[src/rtl/ssd_pkg.sv]
package ssd_pkg;

  localparam int unsigned PHASE_COUNT = 8;
  localparam int unsigned COIL_COUNT  = 4;
  localparam int unsigned PHASE_W     = $clog2(PHASE_COUNT);

  localparam int unsigned HELD_W   = 4;
  localparam int unsigned DELAY_W  = 16;
  localparam int unsigned TURN_W   = 12;
  localparam int unsigned BASE_W   = 10;
  localparam int unsigned DSTEP_W  = 8;

  localparam logic [HELD_W-1:0] HELD_MAX = '1;

  // Reset values of the configuration registers.
  localparam logic               WHEEL_SIDE_RST   = 1'b1;
  localparam logic [BASE_W-1:0]  BASE_DELAY_RST   = 10'd5;
  localparam logic [DSTEP_W-1:0] DELAY_STEP_RST   = 8'd4;
  localparam logic [DELAY_W-1:0] MAX_DELAY_RST    = 16'd1000;
  localparam logic [HELD_W-1:0]  HOLD_SECONDS_RST = 4'd2;
  localparam logic [TURN_W-1:0]  TURN_STEPS_RST   = 12'd256;

  typedef enum logic [1:0] {
    CMD_TICK  = 2'd0,
    CMD_START = 2'd1,
    CMD_STOP  = 2'd2
  } cmd_e;

  typedef enum logic [1:0] {
    MODE_IDLE  = 2'd0,
    MODE_TURN  = 2'd1,
    MODE_DRIVE = 2'd2
  } mode_e;

  typedef enum logic [1:0] {
    TURN_NONE  = 2'd0,
    TURN_LEFT  = 2'd1,
    TURN_RIGHT = 2'd2
  } turn_e;

  typedef enum logic [2:0] {
    REG_WHEEL_SIDE   = 3'd0,
    REG_BASE_DELAY   = 3'd1,
    REG_DELAY_STEP   = 3'd2,
    REG_MAX_DELAY    = 3'd3,
    REG_HOLD_SECONDS = 3'd4,
    REG_TURN_STEPS   = 3'd5
  } reg_e;

  typedef struct packed {
    logic [DELAY_W-1:0]    delay_now;
    mode_e                 mode;
    logic                  step_strobe;
    logic [COIL_COUNT-1:0] coils;
  } result_t;

  // Half-step coil sequence.
  function automatic logic [COIL_COUNT-1:0] coil_pattern(input logic [PHASE_W-1:0] idx);
    logic [COIL_COUNT-1:0] pat;
    case (idx)
      3'd0:    pat = 4'h1;
      3'd1:    pat = 4'h3;
      3'd2:    pat = 4'h2;
      3'd3:    pat = 4'h6;
      3'd4:    pat = 4'h4;
      3'd5:    pat = 4'hC;
      3'd6:    pat = 4'h8;
      default: pat = 4'h9;
    endcase
    return pat;
  endfunction

  function automatic turn_e turn_kind(input logic [2:0] now, input logic [2:0] goal);
    turn_e k;
    k = TURN_NONE;
    if ((now == 3'd1 && goal == 3'd3) || (now == 3'd2 && goal == 3'd4) ||
        (now == 3'd3 && goal == 3'd2) || (now == 3'd4 && goal == 3'd1)) begin
      k = TURN_LEFT;
    end else if ((now == 3'd1 && goal == 3'd4) || (now == 3'd2 && goal == 3'd3) ||
                 (now == 3'd3 && goal == 3'd1) || (now == 3'd4 && goal == 3'd2)) begin
      k = TURN_RIGHT;
    end
    return k;
  endfunction

endpackage

[src/rtl/stepper_steering_drive_core.sv]
// Channel    Direction  Handshake                       Payload
// s_axis     in         s_axis_tvalid / s_axis_tready   tuser: command; tdata: tick fields
// m_axis     out        m_axis_tvalid / m_axis_tready   tdata: coils, strobe, mode, delay
// apb        in         psel, penable, pwrite, pready   six registers at byte address 4*i
//
// Each input transfer gives exactly one result transfer, held in the output register from
// the accepting edge on, at one item per cycle while m_axis keeps up.
// s_axis_tready is high while the output register is empty or drains in the same cycle;
// a stalled output holds its result and blocks only further input transfers.
// Reset (rst_ni low, asynchronous) returns the drive to idle with step delay 5 and coils
// off, and the configuration registers to their defaults.
module stepper_steering_drive_core
  import ssd_pkg::*;
(
  input  logic        clk_i,
  input  logic        rst_ni,

  input  logic        s_axis_tvalid,
  output logic        s_axis_tready,
  // [1:0] command
  input  logic [1:0]  s_axis_tuser,
  // [0] second_pulse, [1] left_flag, [2] right_flag, [5:3] goal_dir, [8:6] heading_now,
  // [15:9] zero
  input  logic [15:0] s_axis_tdata,

  output logic        m_axis_tvalid,
  input  logic        m_axis_tready,
  // [3:0] coils, [4] step_strobe, [6:5] mode, [22:7] delay_now, [23] zero
  output logic [23:0] m_axis_tdata,

  input  logic        psel,
  input  logic        penable,
  input  logic        pwrite,
  input  logic [4:0]  paddr,
  input  logic [31:0] pwdata,
  output logic [31:0] prdata,
  output logic        pready
);

  // ------------------------------------------------------------------------
  // Configuration registers. Writes complete in the APB access phase.
  // ------------------------------------------------------------------------
  logic               wheel_side_q;
  logic [BASE_W-1:0]  base_delay_q;
  logic [DSTEP_W-1:0] delay_step_q;
  logic [DELAY_W-1:0] max_delay_q;
  logic [HELD_W-1:0]  hold_seconds_q;
  logic [TURN_W-1:0]  turn_steps_q;

  logic cfg_we;
  reg_e cfg_idx;

  assign pready  = 1'b1;
  assign cfg_we  = psel && penable && pwrite;
  assign cfg_idx = reg_e'(paddr[4:2]);

  always_ff @(posedge clk_i or negedge rst_ni) begin
    if (!rst_ni) begin
      wheel_side_q   <= WHEEL_SIDE_RST;
      base_delay_q   <= BASE_DELAY_RST;
      delay_step_q   <= DELAY_STEP_RST;
      max_delay_q    <= MAX_DELAY_RST;
      hold_seconds_q <= HOLD_SECONDS_RST;
      turn_steps_q   <= TURN_STEPS_RST;
    end else if (cfg_we) begin
      unique case (cfg_idx)
        REG_WHEEL_SIDE:   wheel_side_q   <= pwdata[0];
        REG_BASE_DELAY:   base_delay_q   <= pwdata[BASE_W-1:0];
        REG_DELAY_STEP:   delay_step_q   <= pwdata[DSTEP_W-1:0];
        REG_MAX_DELAY:    max_delay_q    <= pwdata[DELAY_W-1:0];
        REG_HOLD_SECONDS: hold_seconds_q <= pwdata[HELD_W-1:0];
        REG_TURN_STEPS:   turn_steps_q   <= pwdata[TURN_W-1:0];
        default: ;
      endcase
    end
  end

  always_comb begin
    unique case (cfg_idx)
      REG_WHEEL_SIDE:   prdata = {31'd0, wheel_side_q};
      REG_BASE_DELAY:   prdata = {22'd0, base_delay_q};
      REG_DELAY_STEP:   prdata = {24'd0, delay_step_q};
      REG_MAX_DELAY:    prdata = {16'd0, max_delay_q};
      REG_HOLD_SECONDS: prdata = {28'd0, hold_seconds_q};
      REG_TURN_STEPS:   prdata = {20'd0, turn_steps_q};
      default:          prdata = 32'd0;
    endcase
  end

  // ------------------------------------------------------------------------
  // Input fields.
  // ------------------------------------------------------------------------
  logic       in_acc;
  cmd_e       cmd;
  logic       sec_pulse;
  logic       left_flag;
  logic       right_flag;
  logic [2:0] goal_dir;
  logic [2:0] heading_now;

  assign cmd         = cmd_e'(s_axis_tuser);
  assign sec_pulse   = s_axis_tdata[0];
  assign left_flag   = s_axis_tdata[1];
  assign right_flag  = s_axis_tdata[2];
  assign goal_dir    = s_axis_tdata[5:3];
  assign heading_now = s_axis_tdata[8:6];

  // ------------------------------------------------------------------------
  // Drive state.
  // ------------------------------------------------------------------------
  mode_e                 mode_q, mode_d;
  logic [PHASE_W-1:0]    phase_q, phase_d;
  logic                  backward_q, backward_d;
  logic [TURN_W-1:0]     turn_rem_q, turn_rem_d;
  logic [DELAY_W-1:0]    delay_q, delay_d;
  logic [DELAY_W-1:0]    wait_q, wait_d;
  logic                  lseen_q, lseen_d;
  logic                  rseen_q, rseen_d;
  logic [HELD_W-1:0]     lheld_q, lheld_d;
  logic [HELD_W-1:0]     rheld_q, rheld_d;
  logic [COIL_COUNT-1:0] coil_q, coil_d;
  logic                  strobe;

  // Scratch values of the tick path.
  turn_e                 kind;
  logic [DELAY_W-1:0]    base_eff;
  logic [DELAY_W-1:0]    max_eff;
  logic [HELD_W-1:0]     lheld_inc, rheld_inc;
  logic                  ladj, radj;
  logic [TURN_W-1:0]     rem_next;
  logic [DELAY_W-1:0]    dly_a, dly_b;
  logic [DELAY_W:0]      sum_a, sum_b;
  logic [DELAY_W-1:0]    up_a, dn_a, up_b, dn_b;

  assign base_eff = (base_delay_q == '0) ? DELAY_W'(1) : {{(DELAY_W-BASE_W){1'b0}}, base_delay_q};
  assign max_eff  = (max_delay_q == '0) ? DELAY_W'(1) : max_delay_q;
  assign kind     = turn_kind(heading_now, goal_dir);
  assign rem_next = turn_rem_q - TURN_W'(1);

  // Held counts advance on a second boundary for flags already seen.
  assign lheld_inc = (sec_pulse && lseen_q && lheld_q != HELD_MAX) ? lheld_q + HELD_W'(1)
                                                                     : lheld_q;
  assign rheld_inc = (sec_pulse && rseen_q && rheld_q != HELD_MAX) ? rheld_q + HELD_W'(1)
                                                                     : rheld_q;

  assign ladj = left_flag  && (!lseen_q || lheld_inc > hold_seconds_q);
  assign radj = right_flag && (!rseen_q || rheld_inc > hold_seconds_q);

  // The right flag is applied first, then the left flag on the result.
  // On the left wheel right lowers and left raises; on the right wheel the reverse.
  assign sum_a = {1'b0, delay_q} + {{(DELAY_W+1-DSTEP_W){1'b0}}, delay_step_q};
  assign up_a  = (sum_a > {1'b0, max_eff}) ? max_eff : sum_a[DELAY_W-1:0];
  assign dn_a  = (delay_q > {{(DELAY_W-DSTEP_W){1'b0}}, delay_step_q})
                 ? delay_q - {{(DELAY_W-DSTEP_W){1'b0}}, delay_step_q} : DELAY_W'(1);
  assign dly_a = !radj ? delay_q : (wheel_side_q ? dn_a : up_a);

  assign sum_b = {1'b0, dly_a} + {{(DELAY_W+1-DSTEP_W){1'b0}}, delay_step_q};
  assign up_b  = (sum_b > {1'b0, max_eff}) ? max_eff : sum_b[DELAY_W-1:0];
  assign dn_b  = (dly_a > {{(DELAY_W-DSTEP_W){1'b0}}, delay_step_q})
                 ? dly_a - {{(DELAY_W-DSTEP_W){1'b0}}, delay_step_q} : DELAY_W'(1);
  assign dly_b = (!left_flag && !right_flag) ? base_eff
               : (!ladj ? dly_a : (wheel_side_q ? up_b : dn_b));

  always_comb begin
    mode_d     = mode_q;
    phase_d    = phase_q;
    backward_d = backward_q;
    turn_rem_d = turn_rem_q;
    delay_d    = delay_q;
    wait_d     = wait_q;
    lseen_d    = lseen_q;
    rseen_d    = rseen_q;
    lheld_d    = lheld_q;
    rheld_d    = rheld_q;
    coil_d     = coil_q;
    strobe     = 1'b0;

    if (in_acc) begin
      unique case (cmd)
        CMD_START: begin
          delay_d = base_eff;
          wait_d  = '0;
          phase_d = '0;
          lseen_d = 1'b0;
          rseen_d = 1'b0;
          lheld_d = '0;
          rheld_d = '0;
          if (kind != TURN_NONE && turn_steps_q != '0) begin
            mode_d     = MODE_TURN;
            turn_rem_d = turn_steps_q;
            backward_d = (kind == TURN_LEFT) ? wheel_side_q : !wheel_side_q;
          end else begin
            mode_d     = MODE_DRIVE;
            turn_rem_d = '0;
            backward_d = 1'b0;
          end
        end
        CMD_STOP: begin
          mode_d     = MODE_IDLE;
          wait_d     = '0;
          turn_rem_d = '0;
        end
        CMD_TICK: begin
          if (mode_q != MODE_IDLE) begin
            lheld_d = lheld_inc;
            rheld_d = rheld_inc;
            if (wait_q != '0) begin
              wait_d = wait_q - DELAY_W'(1);
            end else if (mode_q == MODE_TURN) begin
              coil_d     = coil_pattern(phase_q);
              strobe     = 1'b1;
              phase_d    = backward_q ? phase_q - PHASE_W'(1) : phase_q + PHASE_W'(1);
              turn_rem_d = rem_next;
              if (rem_next == '0) begin
                mode_d  = MODE_DRIVE;
                phase_d = '0;
              end
              wait_d = delay_q - DELAY_W'(1);
            end else begin
              // Steering flags update their seen bits and held counts per step.
              if (!left_flag) begin
                lseen_d = 1'b0;
                lheld_d = '0;
              end else if (ladj) begin
                lseen_d = 1'b1;
                lheld_d = '0;
              end
              if (!right_flag) begin
                rseen_d = 1'b0;
                rheld_d = '0;
              end else if (radj) begin
                rseen_d = 1'b1;
                rheld_d = '0;
              end
              delay_d = dly_b;
              coil_d  = coil_pattern(phase_q);
              strobe  = 1'b1;
              phase_d = phase_q + PHASE_W'(1);
              wait_d  = dly_b - DELAY_W'(1);
            end
          end
        end
        default: ;
      endcase
    end
  end

  always_ff @(posedge clk_i or negedge rst_ni) begin
    if (!rst_ni) begin
      mode_q     <= MODE_IDLE;
      phase_q    <= '0;
      backward_q <= 1'b0;
      turn_rem_q <= '0;
      delay_q    <= {{(DELAY_W-BASE_W){1'b0}}, BASE_DELAY_RST};
      wait_q     <= '0;
      lseen_q    <= 1'b0;
      rseen_q    <= 1'b0;
      lheld_q    <= '0;
      rheld_q    <= '0;
      coil_q     <= '0;
    end else begin
      mode_q     <= mode_d;
      phase_q    <= phase_d;
      backward_q <= backward_d;
      turn_rem_q <= turn_rem_d;
      delay_q    <= delay_d;
      wait_q     <= wait_d;
      lseen_q    <= lseen_d;
      rseen_q    <= rseen_d;
      lheld_q    <= lheld_d;
      rheld_q    <= rheld_d;
      coil_q     <= coil_d;
    end
  end

  // ------------------------------------------------------------------------
  // Output register. It refills in the same cycle it is drained.
  // ------------------------------------------------------------------------
  logic    out_valid_q, out_valid_d;
  result_t out_q, out_d;

  assign s_axis_tready = !out_valid_q || m_axis_tready;
  assign in_acc        = s_axis_tvalid && s_axis_tready;
  assign out_valid_d   = in_acc ? 1'b1 : (m_axis_tready ? 1'b0 : out_valid_q);

  assign out_d.coils       = coil_d;
  assign out_d.step_strobe = strobe;
  assign out_d.mode        = mode_d;
  assign out_d.delay_now   = delay_d;

  always_ff @(posedge clk_i or negedge rst_ni) begin
    if (!rst_ni) begin
      out_valid_q <= 1'b0;
    end else begin
      out_valid_q <= out_valid_d;
    end
  end

  always_ff @(posedge clk_i) begin
    if (in_acc) begin
      out_q <= out_d;
    end
  end

  assign m_axis_tvalid = out_valid_q;
  assign m_axis_tdata  = {1'b0, out_q.delay_now, out_q.mode, out_q.step_strobe, out_q.coils};

  // ------------------------------------------------------------------------
  // Assertions.
  // ------------------------------------------------------------------------
  a_strobe_not_idle: assert property (@(posedge clk_i) disable iff (!rst_ni)
    (out_valid_q && out_q.step_strobe) |-> (out_q.mode != MODE_IDLE))
    else $error("step strobe reported while idle");

  a_delay_nonzero: assert property (@(posedge clk_i) disable iff (!rst_ni)
    delay_q != '0)
    else $error("step delay reached zero");

  a_ready_when_empty: assert property (@(posedge clk_i) disable iff (!rst_ni)
    !out_valid_q |-> s_axis_tready)
    else $error("input stalled with an empty output register");

  a_stop_goes_idle: assert property (@(posedge clk_i) disable iff (!rst_ni)
    (in_acc && cmd == CMD_STOP) |=> (out_q.mode == MODE_IDLE && !out_q.step_strobe))
    else $error("stop did not return the drive to idle");

endmodule

[config.mk]
export PLATFORM = sky130hd
export DESIGN_NAME = stepper_steering_drive_core
export DESIGN_NICKNAME = d
export VERILOG_FILES = /design/src/rtl/ssd_pkg.sv /design/src/rtl/stepper_steering_drive_core.sv
export SDC_FILE = /design/constraint.sdc
export NUM_CORES = 1
export LEC_CHECK = 0
export ABC_AREA = 1
export BUFFER_PORTS_ARGS = -buffer_cell sky130_fd_sc_hd__buf_2
export CORE_MARGIN = 2
export CORE_UTILIZATION = 55
export DETAILED_ROUTE_END_ITERATION = 10
export GPL_TIMING_DRIVEN = 0
export PLACE_DENSITY_LB_ADDON = 0.05
export SLEW_MARGIN = 10
export SYNTH_ARGS = -nofsm -noshare
export SYNTH_HDL_FRONTEND = slang
export SYNTH_SLANG_ARGS = --single-unit
export TNS_END_PERCENT = 50
[constraint.sdc]
create_clock -name clk_i -period 20.8 [get_ports clk_i]
set_clock_uncertainty 0.15 [all_clocks]
set_input_delay 4.16 -clock clk_i [delete_from_list [all_inputs] [get_ports clk_i]]
set_output_delay 4.16 -clock clk_i [all_outputs]
set_load 0.005 [all_outputs]
==> results of run 1 <==
==> logic make-up (layout without fill, tap and decap cells) <==
kind of cell | Yosys count | in the layout
xor+xnor | 51 | 51
flops | 139 | 139
compound gates | 348 | 348
other cells | 2 | 19
fa+ha+maj | 88 | 88
simple gates | 741 | 741
buf+inv | 318 | 427
mux | 4 | 4
==> placed cells by master (no fill, tap or decap), drive strengths merged, types with 6 or more instances in the layout <==
cell type  netlist  layout
a21oi          100     100
a22oi           14      14
a31oi            7       7
buf             36     113
clkbuf          30      47
clkinv           6      12
conb             2      18
dfrtp          102     102
dfstp           14      14
edfxtp          23      23
ha              84      84
inv            246     254
nand2          397     397
nand3          133     133
nand4           22      22
nor2           141     141
nor3            31      31
nor4             7       7
o211ai           7       7
o21ai          151     151
o221ai           6       6
o22ai           25      25
o32ai            6       6
xor2            47      47
==> cell type report <==
cell class                 count  area share, %
multi-input combinational   1250          52.97
sequential                   139          27.12
inverter                     252          7.141
clock buffer                  17          3.195
timing repair buffer          77          3.110
buffer                        66          2.838
tap                          275          2.584
clock inverter                15          1.024
antenna                        1        0.01879
==> power breakdown <==
part	leakage [nW]	internal, mW	switching, mW
Sequential	1.69	0.356	0.0652
Combinational	4.84	0.523	1.07
Clock	0.283	0.167	0.131
==> synthesized netlist by cell type (4+ instances only) <==
library cell / number
xor2_1: 47
nand3_1: 125
o21ai_0: 137
o211ai_1: 7
buf_2: 8
a22oi_1: 14
a221oi_1: 4
edfxtp_1: 23
o21ai_1: 14
buf_4: 23
clkbuf_1: 30
dfrtp_1: 102
ha_1: 84
o31ai_1: 4
nand4_1: 21
nor4_1: 7
xnor2_1: 4
inv_1: 236
a31oi_1: 7
nand2_4: 8
o32ai_1: 6
nor2_2: 7
nand2_2: 29
a211oi_1: 4
a21oi_1: 95
nor3_1: 31
inv_2: 8
nand2_1: 360
nor2_4: 7
nand3_2: 8
nor2_1: 127
a21o_1: 4
dfstp_2: 14
clkinv_1: 6
o221ai_1: 6
o22ai_1: 25
fa_1: 4
==> final timing paths <==
path | slack, ns | from | end
max in group asynchronous | 16.23 | rst_ni | delay_q[0]
worst max register to register | 10.24 | delay_step_q[1] | wait_q[14]
min in group asynchronous | 3.51 | rst_ni | turn_rem_q[11]
worst max-delay path | 8.05 | s_axis_tdata[0] | wait_q[14]
worst min-delay path | 0.34 | wait_q[13] | wait_q[13]
worst min register to register | 0.34 | wait_q[13] | wait_q[13]
==> routing by layer <==
layer | global-route usage, % | part of all wire [%] | wire length (µm)
met1 | 45.12 | 42 | 16440
met2 | 55.59 | 46 | 17750
met3 | 7.169 | 7.9 | 3054
met4 | 14.30 | 3.9 | 1527
met5 | 0 | 0 | 0
==> worst max-delay path, delay by kind of cell <==
| family | cells | cell delay, ns |
|---|---|---|
| buf+inv | 11 | 1.77 |
| xor+xnor | 1 | 0.23 |
| simple gates | 32 | 4.32 |
| compound gates | 5 | 1.11 |
| fa+ha+maj | 5 | 1.32 |
==> through the flow <==
stage	worst slack, ns	hold WS [ns]
2_1_floorplan	9.777	0.2901
3_3_place_gp	7.993	0.3124
3_5_place_dp	7.918	0.3190
4_1_cts	8.349	0.3371
5_1_grt	7.326	0.3513
6_report	8.053	0.3354
==> flip-flops by register name (all words and copies together), names as in the netlist <==
name,cells
hold_seconds_q,4
backward_q,1
rseen_q,1
lseen_q,1
rheld_q,4
wait_q,16
base_delay_q,10
turn_rem_q,12
turn_steps_q,12
wheel_side_q,1
delay_step_q,8
coil_q,4
delay_q,16
mode_q,2
m_axis_tvalid,1
m_axis_tdata,23
phase_q,3
lheld_q,4
max_delay_q,16
==> results.txt, run 1 <==
FFs w/ async S/R, synth = 83.45%
Avg Synthesized Cell Area = 7.057 µm²
Hold Buf Count CTS = 0
Max Clock Freq = 78.45 MHz
CTS tree = done
r2r worst-path depth = 64
die area = 22,890 µm²
Final Non-Filler Cells = 2,092
Antenna Nets Post-Route = 0
#FFs+latches synth = 139
Crit path top cell by count = nand2_1
share of layout cells above drive strength 1 = 13.22%
Critical Path RT = 20.97 ns
main combinational cell family by area after synthesis = simple AND/OR/NAND/NOR gates
RSZ-0062 raised after global routing = false
port bufs = 76
number of core rows = 53
VDD IR max = 0.0001299 V
height of the die = 151.3 µm
Detailed Route WL = 38,770 µm
adder-cell area share of the yosys netlist = 9.479%
CTS buffer count = 17
crit share post-route = 61.29%
CP peak stage delay = 0.47 ns
area share of the leading cell type in the synthesized netlist = 21.39%
First DRT Iteration DRCs = 897
Multi-input gate area = 7053 µm²
Layout Area Growth over Synthesis = 11.59%
# IOs = 121
Rel. slew slack = 29.30%
Layout fillers = 1,984
sequential cell area = 3611 µm²
min Tclk post-route = 12.75 ns
global-route usage over all layers = 34.48%
Clock Sinks = 139
drt wl/cell = 18.53 µm
Starting Density = 56.41%
largest net degree at the start of global routing = 68
root buffer cell = clkbuf_16
placed standard-cell area = 12,750 µm²
Yosys cell types = 66
crit path kind = in2reg
Core Area = 21,150 µm²
worst hold stages = 2
Mapped Area = 11,930 µm²
final core occ = 62.94%
crit-path max FO = 10
post_cts resized = 0
vias after detailed routing = 11,990
status = finished clean
Seq/Total Area, Yosys = 30.26%
max-cap check violation count = 0
CTS max path bufs = 2
post-synthesis cell count = 1,691
CP endpoint kind = flop
Post-CTS Setup Repair Bufs = 0
placed wire-length estimate = 30,930 µm
Synth Area in XOR/XNOR = 3.743%
Synth area leader = dfrtp_1
Power, Total = 2.314 mW
P_leak = 6.811 nW
GR Overflow Total = 0
Slew Limit Fails = 0
mux share of post-synthesis cell area = 0.3670%
Placed Cells = 2,059
endpoints failing setup = 0
DR vias/cell = 5.733
setup TNS = 0 ns
Fin. Hold Viols = 0
Worst Tran Pin Value = 1.059 ns
htree depth = 4
Post-synth EDFFs = 23
Reg clk slew, reported paths = 0.07 ns
cell area after layout = 13,320 µm²
fin nets = 1,953
initial antenna violation count = 0
startpoint types = input pin
Routability Congestion = 0.9630
power density over cell area = 173.8 nW/µm²
dominant cells by area after synthesis = dfrtp_1, nand2_1, ha_1, inv_1, edfxtp_1
area fraction in compound gates after synthesis = 16.88%
CP max-delay cell = or4_1
Crit path arrival time = 12.92 ns
Ys Warns = 0
first-pass GRT wire length = 59,900 µm
ys flop type = dfrtp_1
drt drc = 0
Post-Synth Simple-Gate Area = 28.07%
clk_lat worst skew = 0.44 ns
number of global-route vias before repair = 11,260
Hold Path Class = reg2reg
router iterations before antenna repair = 6
die width = 151.3 µm
Power figures use the tool's default switching activity.
==> run 2: changes to the inputs <==
==> constraint.sdc (replaced) <==
create_clock -name clk_i -period 10.4 [get_ports clk_i]
set_clock_uncertainty 0.15 [all_clocks]
set_input_delay 2.08 -clock clk_i [delete_from_list [all_inputs] [get_ports clk_i]]
set_output_delay 2.08 -clock clk_i [all_outputs]
set_load 0.005 [all_outputs]
==> results.txt, run 2 (same netlist as run 1, synthesis figures left out) <==
max reg flops = 23
RSZ-0062 raised after global routing = false
htree depth = 4
Crit path top cell by count = nand3_1
final core occ = 63.15%
fin nets = 1,953
global-route usage over all layers = 34.48%
first-pass GRT wire length = 59,900 µm
sequential cell area = 3613 µm²
status = finished clean
Crit. Startpoint = delay_step_q[6]
number of core rows = 53
height of the die = 151.3 µm
largest net degree at the start of global routing = 68
P_leak = 6.814 nW
Multi-input gate area = 7086 µm²
most common cell after layout, fill and taps aside = nand2_1
drt drc = 0
GR Overflow Total = 0
CTS buffer count = 17
Layout Area Growth over Synthesis = 11.94%
share of layout cells above drive strength 1 = 13.88%
Routability Congestion = 0.9630
Hold Buf Count CTS = 0
port bufs = 76
Crit path arrival time = 9.90 ns
crit share post-route = 93.50%
commonest cells after routing, fill and taps aside = nand2_1, inv_1, o21ai_0
Critical Path RT = 10.57 ns
post_cts resized = 0
DR vias/cell = 5.751
die area = 22,890 µm²
crit-path max FO = 10
Max Clock Freq = 102.8 MHz
endpoints failing setup = 0
Power, Total = 4.638 mW
root buffer cell = clkbuf_16
number of global-route vias before repair = 11,260
crit path kind = reg2reg
CTS tree = done
Starting Density = 56.41%
Rel. slew slack = 29.99%
Worst Tran Pin Value = 1.049 ns
r2r setup slk = 0.68 ns
CTS max path bufs = 2
Crit path buffers/inverters = 13
Antenna Nets Post-Route = 0
placed standard-cell area = 12,750 µm²
max-cap check violation count = 0
First DRT Iteration DRCs = 897
VDD IR max = 0.0002595 V
CP max-delay cell = or4_1
Core Area = 21,150 µm²
Clock Sinks = 139
Detailed Route WL = 38,880 µm
startpoint types = flop
router iterations before antenna repair = 6
Reg clk slew, reported paths = 0.07 ns
RR Startpoint = delay_step_q[6]
Post-CTS Setup Repair Bufs = 0
vias after detailed routing = 12,030
power density over cell area = 347.2 nW/µm²
cell area after layout = 13,360 µm²
critical path's top delay family = simple AND/OR/NAND/NOR gates
initial antenna violation count = 0
CP endpoint kind = flop
Fin. Hold Viols = 0
min Tclk post-route = 9.724 ns
Layout fillers = 1,974
min-delay src = coil_q[0]
placed wire-length estimate = 30,930 µm
drt wl/cell = 18.59 µm
Hold Path Class = reg2reg
Slew Limit Fails = 0
die width = 151.3 µm
clk_lat worst skew = 0.44 ns
# IOs = 121
CP peak stage delay = 0.49 ns
## run 2: changes by cell type in the layout (fill, tap and decap cells not counted), sizes merged
cell | before | now
buf | 113 | 114
clkbuf | 47 | 46
clkinv | 12 | 11
clkinvlp | 0 | 1
## run 2: worst reg2reg max path: cells and delay by family (launching register included)
kind	cells	cell delay [ns]
DFF	1	0.47
and+or+nand+nor	32	4.51
buffers and inverters	13	1.75
AOI/OAI and AO/OA	6	1.10
adders and majority gates	5	1.33
xor gates and xnor gates	1	0.30
## run 2: through the flow
| stage | setup WS, ns | setup TNS [ns] | std cells | hold WS (ns) |
|---|---|---|---|---|
| 3_3_place_gp | -0.3268 | -1.754 | 2058 | 0.3124 |
| 6_report | 0.6764 | 0 | 2092 | 0.3341 |
| 4_1_cts | 0.02930 | 0 | 2091 | 0.3371 |
| 3_5_place_dp | -0.4020 | -2.867 | 2059 | 0.3190 |
| 5_1_grt | 0.009559 | 0 | 2091 | 0.3513 |
| 2_1_floorplan | 1.457 | 0 | 1707 | 0.2901 |
## run 2: area by class of cell
type                            instances  share of cell area (%)
Clock buffer                           17                   3.185
Multi-Input combinational cell       1250                   53.04
Tap cell                              275                   2.576
Buffer                                 66                   2.857
Sequential cell                       139                   27.05
Clock inverter                         15                   1.021
Antenna cell                            1                 0.01873
Timing Repair Buffer                   77                   3.100
Inverter                              252                   7.147
## run 2: final timing paths
| kind | depth (start not counted) | end |
|---|---|---|
| min | 1 | coil_q[0] |
| min in group asynchronous | 1 | turn_rem_q[10] |
| min reg2reg | 1 | coil_q[0] |
| max | 57 | wait_q[14] |
| max reg2reg | 57 | wait_q[14] |
| max in group asynchronous | 2 | delay_q[0] |
## run 2: report_power, final
part	switching, mW	internal [mW]
logic	2.14	1.05
clock network	0.264	0.334
registers	0.131	0.713
total	2.54	2.10
## run 2: per-layer routing
layer	track usage [%]	wire length, µm	up-vias	share of wire, %
met3	7.169	3124	91	8.0
met4	14.30	1540	0	4.0
met2	55.59	17800	492	46
li1	-	-	5811	-
met5	0	0	-	0
met1	45.12	16420	5637	42
==> run 3: changes to the inputs <==
--- a/config.mk
+++ b/config.mk
@@ -11,6 +11,7 @@
 export CORE_UTILIZATION = 55
 export DETAILED_ROUTE_END_ITERATION = 10
 export GPL_TIMING_DRIVEN = 0
+export MAX_ROUTING_LAYER = met4
 export PLACE_DENSITY_LB_ADDON = 0.05
 export SLEW_MARGIN = 10
 export SYNTH_ARGS = -nofsm -noshare
==> results.txt, run 3 (same netlist as run 1, synthesis figures left out) <==
status = finished clean
Slew Limit Fails = 0
Placed Cells = 2,059
Max Clock Freq = 102.6 MHz
Layout fillers = 1,985
min Tclk post-route = 9.743 ns
placed wire-length estimate = 31,160 µm
Detailed Route WL = 39,420 µm
Critical Path RT = 10.56 ns
crit share post-route = 93.68%
startpoint types = flop
final hold slack = 0.3254 ns
drt drc = 0
die area = 22,890 µm²
CP peak stage delay = 0.60 ns
die width = 151.3 µm
max reg flops = 23
CP endpoint kind = flop
number of global-route vias before repair = 11,250
Antenna Nets Post-Route = 0
post-route setup slack = 0.6573 ns
first-pass GRT wire length = 60,500 µm
Fin. Hold Viols = 0
drt wl/cell = 18.82 µm
endpoints failing setup = 0
Layout Area Growth over Synthesis = 12.36%
GR Overflow Total = 0
commonest cells after routing, fill and taps aside = nand2_1, inv_1, o21ai_0
root buffer cell = clkbuf_16
RR Startpoint = delay_step_q[2]
CTS tree = done
P_leak = 6.834 nW
largest net degree at the start of global routing = 75
First DRT Iteration DRCs = 963
Hold Buf Count CTS = 0
Final Non-Filler Cells = 2,095
placed standard-cell area = 12,750 µm²
r2r setup slk = 0.66 ns
port bufs = 76
Starting Density = 56.41%
max-cap check violation count = 0
Comb power frac = 68.8%
Crit. Startpoint = delay_step_q[2]
worst slack at placement = -0.4370 ns
DR vias/cell = 5.753
Multi-input gate area = 7083 µm²
Routability Congestion = 0.9811
sw power = 2.581 mW
Reg clk slew, reported paths = 0.07 ns
Rel. slew slack = 27.01%
# IOs = 121
global-route usage over all layers = 35.97%
clock group share of total power = 13.3%
CTS max path bufs = 2
worst r2r dst = wait_q[12]
CTS buffer count = 17
htree depth = 4
share of layout cells above drive strength 1 = 14.01%
height of the die = 151.3 µm
worst setup path end = wait_q[12]
sequential power share = 17.9%
power density over cell area = 351.2 nW/µm²
VDD IR max = 0.0002547 V
design internal power = 2.128 mW
sequential cell area = 3613 µm²
Core Area = 21,150 µm²
crit path kind = reg2reg
diode count = 0
cell area after layout = 13,410 µm²
Hold Path Class = reg2reg
Crit path top cell by count = nand3_1
number of core rows = 53
router iterations before antenna repair = 7
most common cell after layout, fill and taps aside = nand2_1
switching share of power = 54.81%
initial antenna violation count = 0
Clock Sinks = 139
fin nets = 1,957
Crit path arrival time = 9.90 ns
Worst Tran Pin Value = 1.086 ns
clk_lat worst skew = 0.44 ns
CP max-delay cell = dfstp_2
vias after detailed routing = 12,050
r2r worst-path depth = 55
crit-path max FO = 10
-- run 3: changes by cell type in the layout (fill, tap and decap cells not counted), sizes merged --
cell / before / now
buf: 114 / 118
clkbuf: 46 / 47
clkinvlp: 1 / 3
diode: 1 / 0
clkinv: 11 / 9
inv: 254 / 252
bufinv: 1 / 2
-- run 3: what timing repair did --
item	in CTS	in global routing
setup endpoints to repair	1	34
setup buffers	0	4
resized for setup	1	18
-- run 3: power groups by stage --
| stage | Clock [mW] | Combinational (mW) | Sequential [mW] |
|---|---|---|---|
| 2_1_floorplan | 0 | 2.41 | 0.802 |
| 3_3_place_gp | 0 | 3.09 | 0.845 |
| 3_5_place_dp | 0 | 3.14 | 0.848 |
| 4_1_cts | 0.626 | 3.16 | 0.839 |
| 5_1_grt | 0.645 | 3.61 | 0.859 |
| 6_report | 0.624 | 3.24 | 0.845 |
-- run 3: worst min-delay path by stage --
stage	start	end	slack [ns]	depth (start not counted)
6_report	coil_q[0]	coil_q[0]	0.33	1
5_1_grt	coil_q[0]	coil_q[0]	0.35	1
4_1_cts	coil_q[0]	coil_q[0]	0.33	1
3_5_place_dp	coil_q[0]	coil_q[0]	0.31	1
3_3_place_gp	coil_q[3]	coil_q[3]	0.31	2
2_1_floorplan	coil_q[3]	coil_q[3]	0.29	2
-- run 3: metal layers --
metal  part of all wire (%)  routed length, µm  GRT usage (%)
met1                     43              16820          47.62
met2                     47              18450          57.62
met3                    7.2               2828          4.066
met4                    3.4               1325          12.24
met5                      0                  0              -
-- run 3: area by class of cell --
type	count	share of cell area [%]
Multi-Input combinational cell	1250	52.83
Buffer	66	2.846
Clock buffer	18	3.201
Sequential cell	139	26.95
Inverter	252	7.120
Tap cell	275	2.566
Clock inverter	14	1.176
Timing Repair Buffer	81	3.313
-- run 3: metrics by stage --
step	total power, mW	util, %	setup TNS (ns)
2_1_floorplan	3.213	-	0
3_3_place_gp	3.938	60.12	-1.625
3_5_place_dp	3.986	60.28	-3.017
4_1_cts	4.626	63.06	0
5_1_grt	5.116	63.38	-0.008671
6_report	4.709	63.38	0
-- run 3: critical path: cells and delay by family, from the launching register on --
family                     cells  cell delay [ns]
AOI/OAI and AO/OA              6             1.14
xor gates and xnor gates       1             0.26
adders and majority gates      5             1.62
buffers and inverters         11             1.40
DFF                            1             0.60
and+or+nand+nor               32             4.44
